**src/sv/fmd_pkg.sv**
```systemverilog
// Shared constants, codes and controller/datapath link types for the frame deframer.
package fmd_pkg;

  // Largest payload a frame may carry
  localparam int unsigned MAX_PAYLOAD = 12;

  // Field widths
  localparam int unsigned BYTE_W   = 8;
  localparam int unsigned ID_W     = 16;
  localparam int unsigned LEN_W    = 4;
  localparam int unsigned CFG_IDX_W = 3;
  localparam int unsigned CFG_DATA_W = 16;

  // Result status codes
  localparam logic [1:0] ST_GOOD      = 2'd0;
  localparam logic [1:0] ST_LEN_ERR   = 2'd1;
  localparam logic [1:0] ST_FRAME_ERR = 2'd2;

  // Message kind codes
  localparam logic [1:0] KIND_OTHER   = 2'd0;
  localparam logic [1:0] KIND_SERVICE = 2'd1;
  localparam logic [1:0] KIND_PROCESS = 2'd2;

  // Configuration register indexes
  localparam logic [CFG_IDX_W-1:0] CFG_START_BYTE   = 3'd0;
  localparam logic [CFG_IDX_W-1:0] CFG_END_BYTE     = 3'd1;
  localparam logic [CFG_IDX_W-1:0] CFG_NODE_ID      = 3'd2;
  localparam logic [CFG_IDX_W-1:0] CFG_SERVICE_BASE = 3'd3;
  localparam logic [CFG_IDX_W-1:0] CFG_PROCESS_BASE = 3'd4;

  // Commands from controller to datapath
  typedef struct packed {
    logic cap_id_hi;
    logic cap_id_lo;
    logic cap_len;
    logic store_byte;
    logic start_drain;
    logic load_good;
    logic load_len_err;
    logic load_frame_err;
  } dp_cmd_t;

  // Status from datapath to controller
  typedef struct packed {
    logic start_match;
    logic len_ok;
    logic count_done;
    logic end_match;
    logic drain_last;
  } dp_status_t;

endpackage

```
**src/sv/framed_message_deframer.sv**
```systemverilog
// Top level of the framed message deframer: controller plus datapath.
//
//  channel  | signals                              | request moved when
//  ---------+--------------------------------------+---------------------------
//  input    | in_valid, in_stall, rx_byte          | in_valid && !in_stall
//  output   | out_valid, out_stall, status..last   | out_valid && !out_stall
//  config   | cfg_valid, cfg_ready, cfg_index/data | cfg_valid && cfg_ready
//
// A byte that yields no result is taken every cycle while the output register is free.
// A length or framing error puts one request into the output register; the
// input takes the next byte as soon as that register is free.
// A good frame of N data bytes drains from the payload buffer, one output
// request per cycle while the output is not stalled, with the input stalled until the drain ends.
// Output stall holds the result register and stalls the input behind it.
// Synchronous reset returns the parser to the start-byte hunt and clears the
// state, config and header registers; payload and result data are not cleared.
module framed_message_deframer (
  input  logic                            clk,
  input  logic                            rst,
  input  logic                            in_valid,
  output logic                            in_stall,
  input  logic [fmd_pkg::BYTE_W-1:0]      rx_byte,
  output logic                            out_valid,
  input  logic                            out_stall,
  output logic [1:0]                      status,
  output logic [1:0]                      msg_kind,
  output logic [fmd_pkg::ID_W-1:0]        frame_id,
  output logic [fmd_pkg::LEN_W-1:0]       frame_length,
  output logic [fmd_pkg::LEN_W-1:0]       byte_index,
  output logic [fmd_pkg::BYTE_W-1:0]      data_byte,
  output logic                            last,
  input  logic                            cfg_valid,
  output logic                            cfg_ready,
  input  logic [fmd_pkg::CFG_IDX_W-1:0]   cfg_index,
  input  logic [fmd_pkg::CFG_DATA_W-1:0]  cfg_data
);

  fmd_pkg::dp_cmd_t    dp_cmd;
  fmd_pkg::dp_status_t dp_status;

  // Configuration is always taken
  assign cfg_ready = 1'b1;

  fmd_ctrl u_ctrl (
    .clk       (clk),
    .rst       (rst),
    .in_valid  (in_valid),
    .in_stall  (in_stall),
    .out_valid (out_valid),
    .out_stall (out_stall),
    .dp_status (dp_status),
    .dp_cmd    (dp_cmd)
  );

  fmd_dp u_dp (
    .clk          (clk),
    .rst          (rst),
    .cfg_we       (cfg_valid && cfg_ready),
    .cfg_index    (cfg_index),
    .cfg_data     (cfg_data),
    .rx_byte      (rx_byte),
    .dp_cmd       (dp_cmd),
    .dp_status    (dp_status),
    .status       (status),
    .msg_kind     (msg_kind),
    .frame_id     (frame_id),
    .frame_length (frame_length),
    .byte_index   (byte_index),
    .data_byte    (data_byte),
    .last         (last)
  );

endmodule

```
**src/sv/fmd_ctrl.sv**
```systemverilog
// Parse controller: frame phase sequencing, input stall and output valid.
module fmd_ctrl (
  input  logic                clk,
  input  logic                rst,
  input  logic                in_valid,
  output logic                in_stall,
  output logic                out_valid,
  input  logic                out_stall,
  input  fmd_pkg::dp_status_t dp_status,
  output fmd_pkg::dp_cmd_t    dp_cmd
);

  typedef enum logic [2:0] {
    S_IDLE,
    S_ID_HI,
    S_ID_LO,
    S_LEN,
    S_DATA,
    S_EOF,
    S_DRAIN
  } state_t;

  state_t state;
  state_t state_next;
  logic   out_free;
  logic   take;
  logic   load_any;

  // Output register can take a new result this cycle
  assign out_free = !out_valid || !out_stall;
  assign in_stall = (state == S_DRAIN) || !out_free;
  assign take     = in_valid && !in_stall;

  // Decode datapath commands
  always_comb begin
    dp_cmd                = '0;
    dp_cmd.cap_id_hi      = take && (state == S_ID_HI);
    dp_cmd.cap_id_lo      = take && (state == S_ID_LO);
    dp_cmd.cap_len        = take && (state == S_LEN) && dp_status.len_ok;
    dp_cmd.load_len_err   = take && (state == S_LEN) && !dp_status.len_ok;
    dp_cmd.store_byte     = take && (state == S_DATA);
    dp_cmd.start_drain    = take && (state == S_EOF) && dp_status.end_match;
    dp_cmd.load_frame_err = take && (state == S_EOF) && !dp_status.end_match;
    dp_cmd.load_good      = (state == S_DRAIN) && out_free;
  end

  assign load_any = dp_cmd.load_good || dp_cmd.load_len_err || dp_cmd.load_frame_err;

  // Next phase
  always_comb begin
    state_next = state;
    unique case (state)
      S_IDLE: begin
        if (take && dp_status.start_match) state_next = S_ID_HI;
      end
      S_ID_HI: begin
        if (take) state_next = S_ID_LO;
      end
      S_ID_LO: begin
        if (take) state_next = S_LEN;
      end
      S_LEN: begin
        if (take) state_next = dp_status.len_ok ? S_DATA : S_IDLE;
      end
      S_DATA: begin
        if (take && dp_status.count_done) state_next = S_EOF;
      end
      S_EOF: begin
        if (take) state_next = dp_status.end_match ? S_DRAIN : S_IDLE;
      end
      S_DRAIN: begin
        if (out_free && dp_status.drain_last) state_next = S_IDLE;
      end
      default: state_next = S_IDLE;
    endcase
  end

  // Hold phase and output valid
  always_ff @(posedge clk) begin
    if (rst) begin
      state     <= S_IDLE;
      out_valid <= 1'b0;
    end else begin
      state     <= state_next;
      out_valid <= load_any || (out_valid && out_stall);
    end
  end

endmodule

```
**src/sv/fmd_dp.sv**
```systemverilog
// Datapath: configuration registers, frame header holds, payload buffer and result register.
module fmd_dp (
  input  logic                                 clk,
  input  logic                                 rst,
  input  logic                                 cfg_we,
  input  logic [fmd_pkg::CFG_IDX_W-1:0]        cfg_index,
  input  logic [fmd_pkg::CFG_DATA_W-1:0]       cfg_data,
  input  logic [fmd_pkg::BYTE_W-1:0]           rx_byte,
  input  fmd_pkg::dp_cmd_t                     dp_cmd,
  output fmd_pkg::dp_status_t                  dp_status,
  output logic [1:0]                           status,
  output logic [1:0]                           msg_kind,
  output logic [fmd_pkg::ID_W-1:0]             frame_id,
  output logic [fmd_pkg::LEN_W-1:0]            frame_length,
  output logic [fmd_pkg::LEN_W-1:0]            byte_index,
  output logic [fmd_pkg::BYTE_W-1:0]           data_byte,
  output logic                                 last
);

  logic [fmd_pkg::BYTE_W-1:0] start_byte;
  logic [fmd_pkg::BYTE_W-1:0] end_byte;
  logic [fmd_pkg::ID_W-1:0]   node_id;
  logic [fmd_pkg::ID_W-1:0]   service_reply_base;
  logic [fmd_pkg::ID_W-1:0]   process_data_base;

  logic [fmd_pkg::ID_W-1:0]   id_hold;
  logic [fmd_pkg::LEN_W-1:0]  length_hold;
  logic [fmd_pkg::LEN_W-1:0]  byte_count;
  logic [fmd_pkg::LEN_W-1:0]  drain_idx;
  logic [1:0]                 kind_hold;
  logic [fmd_pkg::BYTE_W-1:0] payload_store [fmd_pkg::MAX_PAYLOAD];

  logic [fmd_pkg::ID_W:0]     id_diff;
  logic [1:0]                 kind_calc;

  // Write configuration registers
  always_ff @(posedge clk) begin
    if (rst) begin
      start_byte         <= '0;
      end_byte           <= '0;
      node_id            <= '0;
      service_reply_base <= '0;
      process_data_base  <= '0;
    end else if (cfg_we) begin
      unique case (cfg_index)
        fmd_pkg::CFG_START_BYTE:   start_byte         <= cfg_data[fmd_pkg::BYTE_W-1:0];
        fmd_pkg::CFG_END_BYTE:     end_byte           <= cfg_data[fmd_pkg::BYTE_W-1:0];
        fmd_pkg::CFG_NODE_ID:      node_id            <= cfg_data;
        fmd_pkg::CFG_SERVICE_BASE: service_reply_base <= cfg_data;
        fmd_pkg::CFG_PROCESS_BASE: process_data_base  <= cfg_data;
        default: ;
      endcase
    end
  end

  // Classify identifier relative to the node number; borrow means below node
  assign id_diff = {1'b0, id_hold} - {1'b0, node_id};
  always_comb begin
    priority if (id_diff[fmd_pkg::ID_W]) begin
      kind_calc = fmd_pkg::KIND_OTHER;
    end else if (id_diff[fmd_pkg::ID_W-1:0] == service_reply_base) begin
      kind_calc = fmd_pkg::KIND_SERVICE;
    end else if (id_diff[fmd_pkg::ID_W-1:0] == process_data_base) begin
      kind_calc = fmd_pkg::KIND_PROCESS;
    end else begin
      kind_calc = fmd_pkg::KIND_OTHER;
    end
  end

  // Status toward the controller
  always_comb begin
    dp_status.start_match = (rx_byte == start_byte);
    dp_status.len_ok      = (rx_byte != '0) &&
                            (rx_byte <= fmd_pkg::BYTE_W'(fmd_pkg::MAX_PAYLOAD));
    dp_status.count_done  = ({1'b0, byte_count} + (fmd_pkg::LEN_W+1)'(1)) >=
                            {1'b0, length_hold};
    dp_status.end_match   = (rx_byte == end_byte);
    dp_status.drain_last  = ({1'b0, drain_idx} + (fmd_pkg::LEN_W+1)'(1)) ==
                            {1'b0, length_hold};
  end

  // Capture header fields and count data bytes
  always_ff @(posedge clk) begin
    if (rst) begin
      id_hold     <= '0;
      length_hold <= '0;
      byte_count  <= '0;
      drain_idx   <= '0;
      kind_hold   <= fmd_pkg::KIND_OTHER;
    end else begin
      if (dp_cmd.cap_id_hi) begin
        id_hold <= {rx_byte, fmd_pkg::BYTE_W'(0)};
      end
      if (dp_cmd.cap_id_lo) begin
        id_hold <= {id_hold[fmd_pkg::ID_W-1:fmd_pkg::BYTE_W], rx_byte};
      end
      if (dp_cmd.cap_len) begin
        length_hold <= rx_byte[fmd_pkg::LEN_W-1:0];
        byte_count  <= '0;
      end
      if (dp_cmd.store_byte) begin
        byte_count <= byte_count + fmd_pkg::LEN_W'(1);
      end
      if (dp_cmd.start_drain) begin
        kind_hold <= kind_calc;
        drain_idx <= '0;
      end
      if (dp_cmd.load_good) begin
        drain_idx <= drain_idx + fmd_pkg::LEN_W'(1);
      end
    end
  end

  // Payload buffer write
  always_ff @(posedge clk) begin
    if (dp_cmd.store_byte) begin
      payload_store[byte_count] <= rx_byte;
    end
  end

  // Result register; good bytes read the buffer here
  always_ff @(posedge clk) begin
    if (dp_cmd.load_good) begin
      status       <= fmd_pkg::ST_GOOD;
      msg_kind     <= kind_hold;
      frame_id     <= id_hold;
      frame_length <= length_hold;
      byte_index   <= drain_idx;
      data_byte    <= payload_store[drain_idx];
      last         <= dp_status.drain_last;
    end else if (dp_cmd.load_len_err) begin
      status       <= fmd_pkg::ST_LEN_ERR;
      msg_kind     <= fmd_pkg::KIND_OTHER;
      frame_id     <= id_hold;
      frame_length <= '0;
      byte_index   <= '0;
      data_byte    <= rx_byte;
      last         <= 1'b1;
    end else if (dp_cmd.load_frame_err) begin
      status       <= fmd_pkg::ST_FRAME_ERR;
      msg_kind     <= fmd_pkg::KIND_OTHER;
      frame_id     <= id_hold;
      frame_length <= length_hold;
      byte_index   <= '0;
      data_byte    <= rx_byte;
      last         <= 1'b1;
    end
  end

endmodule

```
**config.mk**
```make
export PLATFORM = sky130hd
export DESIGN_NAME = framed_message_deframer
export DESIGN_NICKNAME = d
export VERILOG_FILES = /design/src/sv/fmd_pkg.sv /design/src/sv/framed_message_deframer.sv /design/src/sv/fmd_ctrl.sv /design/src/sv/fmd_dp.sv
export SDC_FILE = /design/constraint.sdc
export NUM_CORES = 1
export LEC_CHECK = 0
export ABC_AREA = 1
export BUFFER_PORTS_ARGS = -buffer_cell sky130_fd_sc_hd__buf_4
export CAP_MARGIN = 20
export CORE_ASPECT_RATIO = 1.5
export CORE_UTILIZATION = 60
export CTS_BUF_LIST = sky130_fd_sc_hd__clkbuf_8
export DETAILED_ROUTE_END_ITERATION = 7
export PLACE_DENSITY_LB_ADDON = 0.25
export REMOVE_ABC_BUFFERS = 1
export SETUP_SLACK_MARGIN = 0.05
export SLEW_MARGIN = 10
export SYNTH_ARGS = -nofsm -noshare
export SYNTH_HDL_FRONTEND = slang
export SYNTH_SLANG_ARGS = --single-unit
```
**constraint.sdc**
```tcl
create_clock -name clk -period 3.3 [get_ports clk]
set_clock_uncertainty 0.1 [all_clocks]
set_input_delay 0.33 -clock clk [delete_from_list [all_inputs] [get_ports clk]]
set_output_delay 0.33 -clock clk [all_outputs]
set_load 0.01 [all_outputs]
```
# Word-level counts from Yosys, hierarchy flattened
# Memory sizes are Yosys's and may differ from the RTL's. A register that Yosys moved wholly into a read port is not among the register bits.
# Cells that the tools add are included.
[word_totals]
ff_bits = 135
mem_bits_rw = 96
wordCells = 138
mem_count = 1
[classes]
mux = 43
order_cmp = 2
n_bitwise = 1
n_eq_ne = 22
n_addsub = 5
reduce_logical = 43
[memory_table]
columns = ["memory", "depth", "width", "read_ports", "rd_ports_with_merged_regs", "write_ports", "line_no", "text"]
rows = [
  ["u_dp.payload_store", 12, 8, 1, 1, 1, "fmd_dp.sv:31", "logic [fmd_pkg::BYTE_W-1:0] payload_store [fmd_pkg::MAX_PAYLOAD];"],
]
[op_table]
columns = ["op", "n"]
rows = [
  ["two-way mux 16 bit", 3],
  ["two-way mux 4 bit", 12],
  ["two-way mux 8 bit", 5],
  ["== test 16 bit", 2],
  ["two-way mux 3 bit", 9],
  ["case mux 3 bit (7 select lines)", 1],
  ["subtractor 16 x 16 -> 17 bit", 1],
  ["== test 8 bit", 2],
  ["logical AND 1 bit", 16],
  ["== test 3 x 2 -> 1 bit, second input constant", 4],
  ["== test 3 bit, second input constant", 4],
  ["two-way mux 2 bit", 6],
  ["AND reduction 2 bit", 6],
  ["adder 4 x 1 -> 5 bit, second input constant", 2],
  ["inequality test 2 x 1 -> 1 bit, second input constant", 5],
  ["adder 4 x 1 -> 4 bit, second input constant", 2],
  ["<= comparator 8 x 4 -> 1 bit, second input constant", 1],
  ["nonzero test 2 bit", 4],
  ["nonzero test 8 bit", 1],
  ["two-way mux 1 bit", 7],
  ["AND reduction 7 bit", 1],
  ["== test 3 x 1 -> 1 bit, second input constant", 2],
  ["logical NOT 1 bit", 6],
  ["logical NOT 3 bit", 2],
  ["other kinds (7)", 12],
]

# Depth between registers and ports, before layout
[logic_depth]
ltp_word = 12
mapped_depth = 19
depth_no_buf = 19

# Modules after synthesis
# A second synthesis with hierarchy kept.
[unflattened]
hier_cells = 1274
area_unflattened_um2 = 11030.6
[modules_own_cells]
columns = ["mod", "cells_per_inst", "seq_area_each_um2", "area_per_inst_um2", "n_inst"]
rows = [
  ["fmd_dp", 1205, 5935.7, 10626.4, 1],
  ["fmd_ctrl", 67, 80.1, 392.9, 1],
  ["framed_message_deframer", 2, 0.0, 11.3, 1],
]

# Worst setup path before layout
# Ideal clock, no wire load.
[synth_path]
kind = "input to register"
from = "input rx_byte[3] (netlist name)"
to = "register u_ctrl.out_valid"
setup_time_ns = 0.124
path_slack_ns = 0.744
cell_stages = 12
arrival_ns = 2.332
path_cell_list = "buf_2 inv_1 nand2_1 nand2_1 nor2_1 nand2_1 nor2_1 inv_1 nand2_1 nand3_1 o21ai_0 inv_1"
[synth_via]
elab_chain_cells = 7
word_cells_on_any_way = 11
[synth_rtl]
columns = ["element", "line_no", "text"]
rows = [
  ["start, declared", "framed_message_deframer.sv:22", "input logic [fmd_pkg::BYTE_W-1:0] rx_byte,"],
  ["<= comparator 8 x 4 -> 1 bit or nonzero test 8 bit (tied branches)", "fmd_dp.sv:74, fmd_dp.sv:73", ""],
  ["logical AND 1 bit", "fmd_dp.sv:73", "dp_status.len_ok = (rx_byte != '0) &&"],
  ["logical NOT 1 bit", "fmd_ctrl.sv:40", "dp_cmd.load_len_err = take && (state == S_LEN) && !dp_status.len_ok;"],
  ["logical AND 1 bit", "fmd_ctrl.sv:40", ""],
  ["logical OR 1 bit", "fmd_ctrl.sv:47", "assign load_any = dp_cmd.load_good || dp_cmd.load_len_err || dp_cmd.load_frame_err;"],
  ["logical OR 1 bit (*)", "fmd_ctrl.sv:47", ""],
  ["logical OR 1 bit (*)", "fmd_ctrl.sv:85", "out_valid <= load_any || (out_valid && out_stall);"],
  ["end signal, assigned", "fmd_ctrl.sv:85", ""],
  ["end, declared", "fmd_ctrl.sv:7", "output logic out_valid,"],
]
# Mark *: on every way between the ends. The rest lies on a longest branch, timed or not.
# A chain may end at the register's enable or synchronous reset.

# Worst setup path after layout
[layout_path]
from = "register u_dp.id_hold[0] (netlist name)"
to = "register u_dp.kind_hold[1]"
[layout_via]
elab_chain_cells = 5
word_cells_on_any_way = 6
[layout_rtl]
columns = ["element", "line_no", "text"]
rows = [
  ["start, declared", "fmd_dp.sv:26", "logic [fmd_pkg::ID_W-1:0] id_hold;"],
  ["start signal, assigned", "fmd_dp.sv:92", "id_hold <= {rx_byte, fmd_pkg::BYTE_W'(0)};"],
  ["start signal, assigned", "fmd_dp.sv:95", "id_hold <= {id_hold[fmd_pkg::ID_W-1:fmd_pkg::BYTE_W], rx_byte};"],
  ["subtractor 16 x 16 -> 17 bit (*)", "fmd_dp.sv:57", "assign id_diff = {1'b0, id_hold} - {1'b0, node_id};"],
  ["== test 16 bit", "fmd_dp.sv:63", "end else if (id_diff[fmd_pkg::ID_W-1:0] == process_data_base) begin"],
  ["two-way mux 2 bit", "fmd_dp.sv:63", ""],
  ["two-way mux 2 bit", "fmd_dp.sv:61", "end else if (id_diff[fmd_pkg::ID_W-1:0] == service_reply_base) begin"],
  ["two-way mux 2 bit (*)", "fmd_dp.sv:59", "priority if (id_diff[fmd_pkg::ID_W]) begin"],
  ["end signal, assigned", "fmd_dp.sv:89", "kind_hold <= fmd_pkg::KIND_OTHER;"],
  ["end signal, assigned", "fmd_dp.sv:105", "kind_hold <= kind_calc;"],
  ["end, declared", "fmd_dp.sv:30", "logic [1:0] kind_hold;"],
]
# Marked as above.

==> flow_summary.toml <==
[critical_path]
cp_num_buf_inv = 2
worstSetupEndpointType = "flip-flop"
cp_top_family = "simple AND/OR/NAND/NOR gates"
crit_type = "reg -> reg"
rr_startpoint = "u_dp.id_hold[0]$_SDFFE_PP0P_"
start_kind = "flip-flop"
path_max_fanout = 4
reg2reg_slack_ns = 0.67
max_stage_delay_ns = 0.38
rr_worst_depth = 18
reg2reg_to = "u_dp.kind_hold[1]$_SDFFE_PP0P_"
crit_slowest_cell = "fa_1"
worstPathArrival_ns = 2.99
worstPathCellList = "inv_1 > ha_1 > fa_1 > inv_1 > nand2_1 > nand2_2 > nand3_4 > nand2_2 > nand2_1 > nand3b_1 > nand2_1 > nor2_1 > nand2_1 > nor2_1 > nand3_1 > nor2_1 > nand2_1 > a21oi_2"
cp.required_ns = 3.65
cpMostUsedCell = "nand2_1"

[global_route]
grt_pass1_wl_um = 44000
grt_usage_pct = 29.8
antenna_found_initial = 0
grt_max_degree = 53
grt_remaining_overflow = 0
first_global_vias = 8938

[sta]
setup_ws_ns = 0.666
tightest_slew_ns = 0.964
fin_tns_setup_ns = 0
fin_crit_ns = 2.63
slew_headroom_pct = 35.7
finalHoldViolations = 0
fin_crit_sh_pct = 79.8
finalMaxSlewViolations = 0
report.final.setup_viol = 0
whs_ns = 0.00943
fmax_ghz = 0.380
rsz0062_at_grt = "no"

[routing]
via_per_inst = 5.65
drt_iter0_markers = 505
wire_per_inst_um = 17.1
drc = 0
drt_wl_total_um = 27600
drt-pass1-iter-count = 6
vias = 9096
antenna_left = 0

[power_and_ir_drop]
ir_worst_vdd_uv = 468
p_per_area_mw_per_mm2 = 655
cellLeakagePower_nw = 5.21

[synthesis]
syn_area_per_cell_um2 = 8.63
synth_fa_ha_area_share_pct = 3.14
synth_top_family_by_area = "simple AND/OR/NAND/NOR gates"
yosys_warnings = 0
synth_ff_type = "edfxtp_1"
synthSimpleGateAreaFrac_pct = 20.9
synth_edf_count = 131
synthXorXnorAreaFrac_pct = 1.34
synthCells = 1274
seq_area_frac_synth_pct = 54.7
synth-compound-area-share_pct = 13.0
async_flop_share_pct = 0
ys_ff_latch = 235
synth.distinct_cells = 42
muxShareOfSynthArea_pct = 0
synth_area_mm2 = 0.0110

[flow_run]
drv_cap = 0

[die]
initial_utilization_pct = 61.3
num_rows = 60
die_h_um = 168
io_pins = 72
die_width_um = 113
core_region_area_mm2 = 0.0179
dieArea_mm2 = 0.0189

[cts]
cts_resized = 0
cts.root.buffer_cell = "clkbuf_8"
clkLatencyLatePin_ns = 0.52
clk_pin_slew_ns = 0.06
clockBufferDepth = 3
cts_buffers = 35
cts_num_sinks = 235
cts_tree = "built"
cts_max_level = 2

[hold_path]
hold_class = "in -> reg"
hold_path_depth = 3
min_to = "u_dp.service_reply_base[12]$_SDFFE_PP0P_"
hp-start = "cfg_data[12]"

[place]
post_dp_cell_area_mm2 = 0.0118
gp_congestion = 0.974
port_buffers = 70
dp_hpwl_um = 19900
pre_cts_ws_ns = 0.707

[final_layout]
drive_above_1_share_pct = 12.6
layout_common_cells = "nand2_1, inv_1, nor2_1, edfxtp_1, o21ai_0"
fillCellCount = 1434
syn_to_final_growth_pct = 14.7
fin_area_mm2 = 0.0126
final_common_cell = "nand2_1"
nNetsFinal = 1426
diodes = 0

[outcome]
run_status = "complete, no violations"
-- registers in the layout (all words and copies together), names as in the netlist, 3 cells and up, named ones only --
signal and count:
u_dp.service_reply_base 16, u_dp.byte_count 4, u_dp.length_hold 4, u_dp.node_id 16, u_dp.process_data_base 16, u_dp.end_byte 8, u_dp.data_byte 8, u_dp.frame_id 16
u_dp.byte_index 4, u_dp.frame_length 4, u_dp.payload_store 96, u_ctrl.state 3, u_dp.id_hold 16, u_dp.start_byte 8, u_dp.drain_idx 4
-- cell families after synthesis --
logic type,count (synthesis)
AOI/OAI and AO/OA,265
xor gates and xnor gates,16
adders and majority gates,27
buffers and inverters,196
DFF,235
other,1
and+or+nand+nor,534
-- repair_timing --
action,4_1_cts,5_1_grt
hold endpoints to repair,7,0
hold buffers,6,0
buffers inserted,0,0
-- report_power, final --
| part | switching (mW) | internal, mW | total, mW |
|---|---|---|---|
| combinational | 1.53 | 0.794 | 2.33 |
| sequential | 0.119 | 3.28 | 3.40 |
| clock | 1.10 | 1.44 | 2.54 |
-- how the worst max path moves through the flow --
| stage | startpoint | end | slack (ns) | cells after the start |
|---|---|---|---|---|
| floorplan | flip-flop | u_dp.data_byte[2]$_DFFE_PP_ | 0.63 | 7 |
| global placement | rx_byte[2] | u_dp.frame_id[2]$_DFFE_PP_ | 0.77 | 11 |
| detailed placement | u_dp.id_hold[0]$_SDFFE_PP0P_ | u_dp.kind_hold[1]$_SDFFE_PP0P_ | 0.71 | 19 |
| CTS | u_dp.id_hold[0]$_SDFFE_PP0P_ | u_dp.kind_hold[1]$_SDFFE_PP0P_ | 0.70 | 17 |
| global route | u_dp.id_hold[0]$_SDFFE_PP0P_ | u_dp.kind_hold[1]$_SDFFE_PP0P_ | 0.35 | 19 |
| finish | u_dp.id_hold[0]$_SDFFE_PP0P_ | u_dp.kind_hold[1]$_SDFFE_PP0P_ | 0.67 | 18 |
-- routing by layer --
metal	track usage, %	vias up	part of all wire (%)
li1	-	4475	-
met1	30.4	4226	36
met2	56.9	291	54
met3	4.00	104	4.2
met4	18.3	0	5.9
met5	0	-	0
-- worst min-delay path, stage by stage --
cell and delay (ns):
buf_4 0.08, o21ai_0 0.07, a21oi_1 0.10
-- cells in the mapped netlist, drive strengths merged (4+ instances only) --
library cell,count,area share [%]
o22ai,12,0.68
dfxtp,104,19
nand2,237,8.4
buf,6,0.35
nand3b,11,0.75
a31oi,7,0.40
nor2,157,5.4
o211ai,4,0.27
nand4,7,0.40
nor3,19,0.86
nand3,94,4.5
or2,5,0.31
o21ai,128,5.8
a221o,4,0.36
ha,26,3.0
clkbuf,36,1.2
edfxtp,131,36
o221ai,8,0.64
xor2,8,0.71
a21oi,96,4.4
inv,152,5.2
xnor2,8,0.64
-- through the flow --
step | std cells | power (mW) | utilization (%)
3_3_place_gp | 1541 | 5.71 | 65.7
3_5_place_dp | 1541 | 5.75 | 65.7
5_1_grt | 1611 | 8.70 | 70.3
2_1_floorplan | 1231 | 5.02 | -
4_1_cts | 1611 | 8.27 | 70.3
6_report | 1611 | 8.27 | 70.3
-- final cells by class --
| type | instances | area (um2) | share of cell area, % |
|---|---|---|---|
| Clock buffer | 40 | 551 | 4.36 |
| Multi-Input combinational cell | 843 | 4230 | 33.5 |
| Timing Repair Buffer | 99 | 758 | 6.01 |
| Clock inverter | 24 | 215 | 1.71 |
| Inverter | 153 | 574 | 4.55 |
| Tap cell | 217 | 272 | 2.15 |
| Sequential cell | 235 | 6020 | 47.7 |
Power figures use the tool's default switching activity.
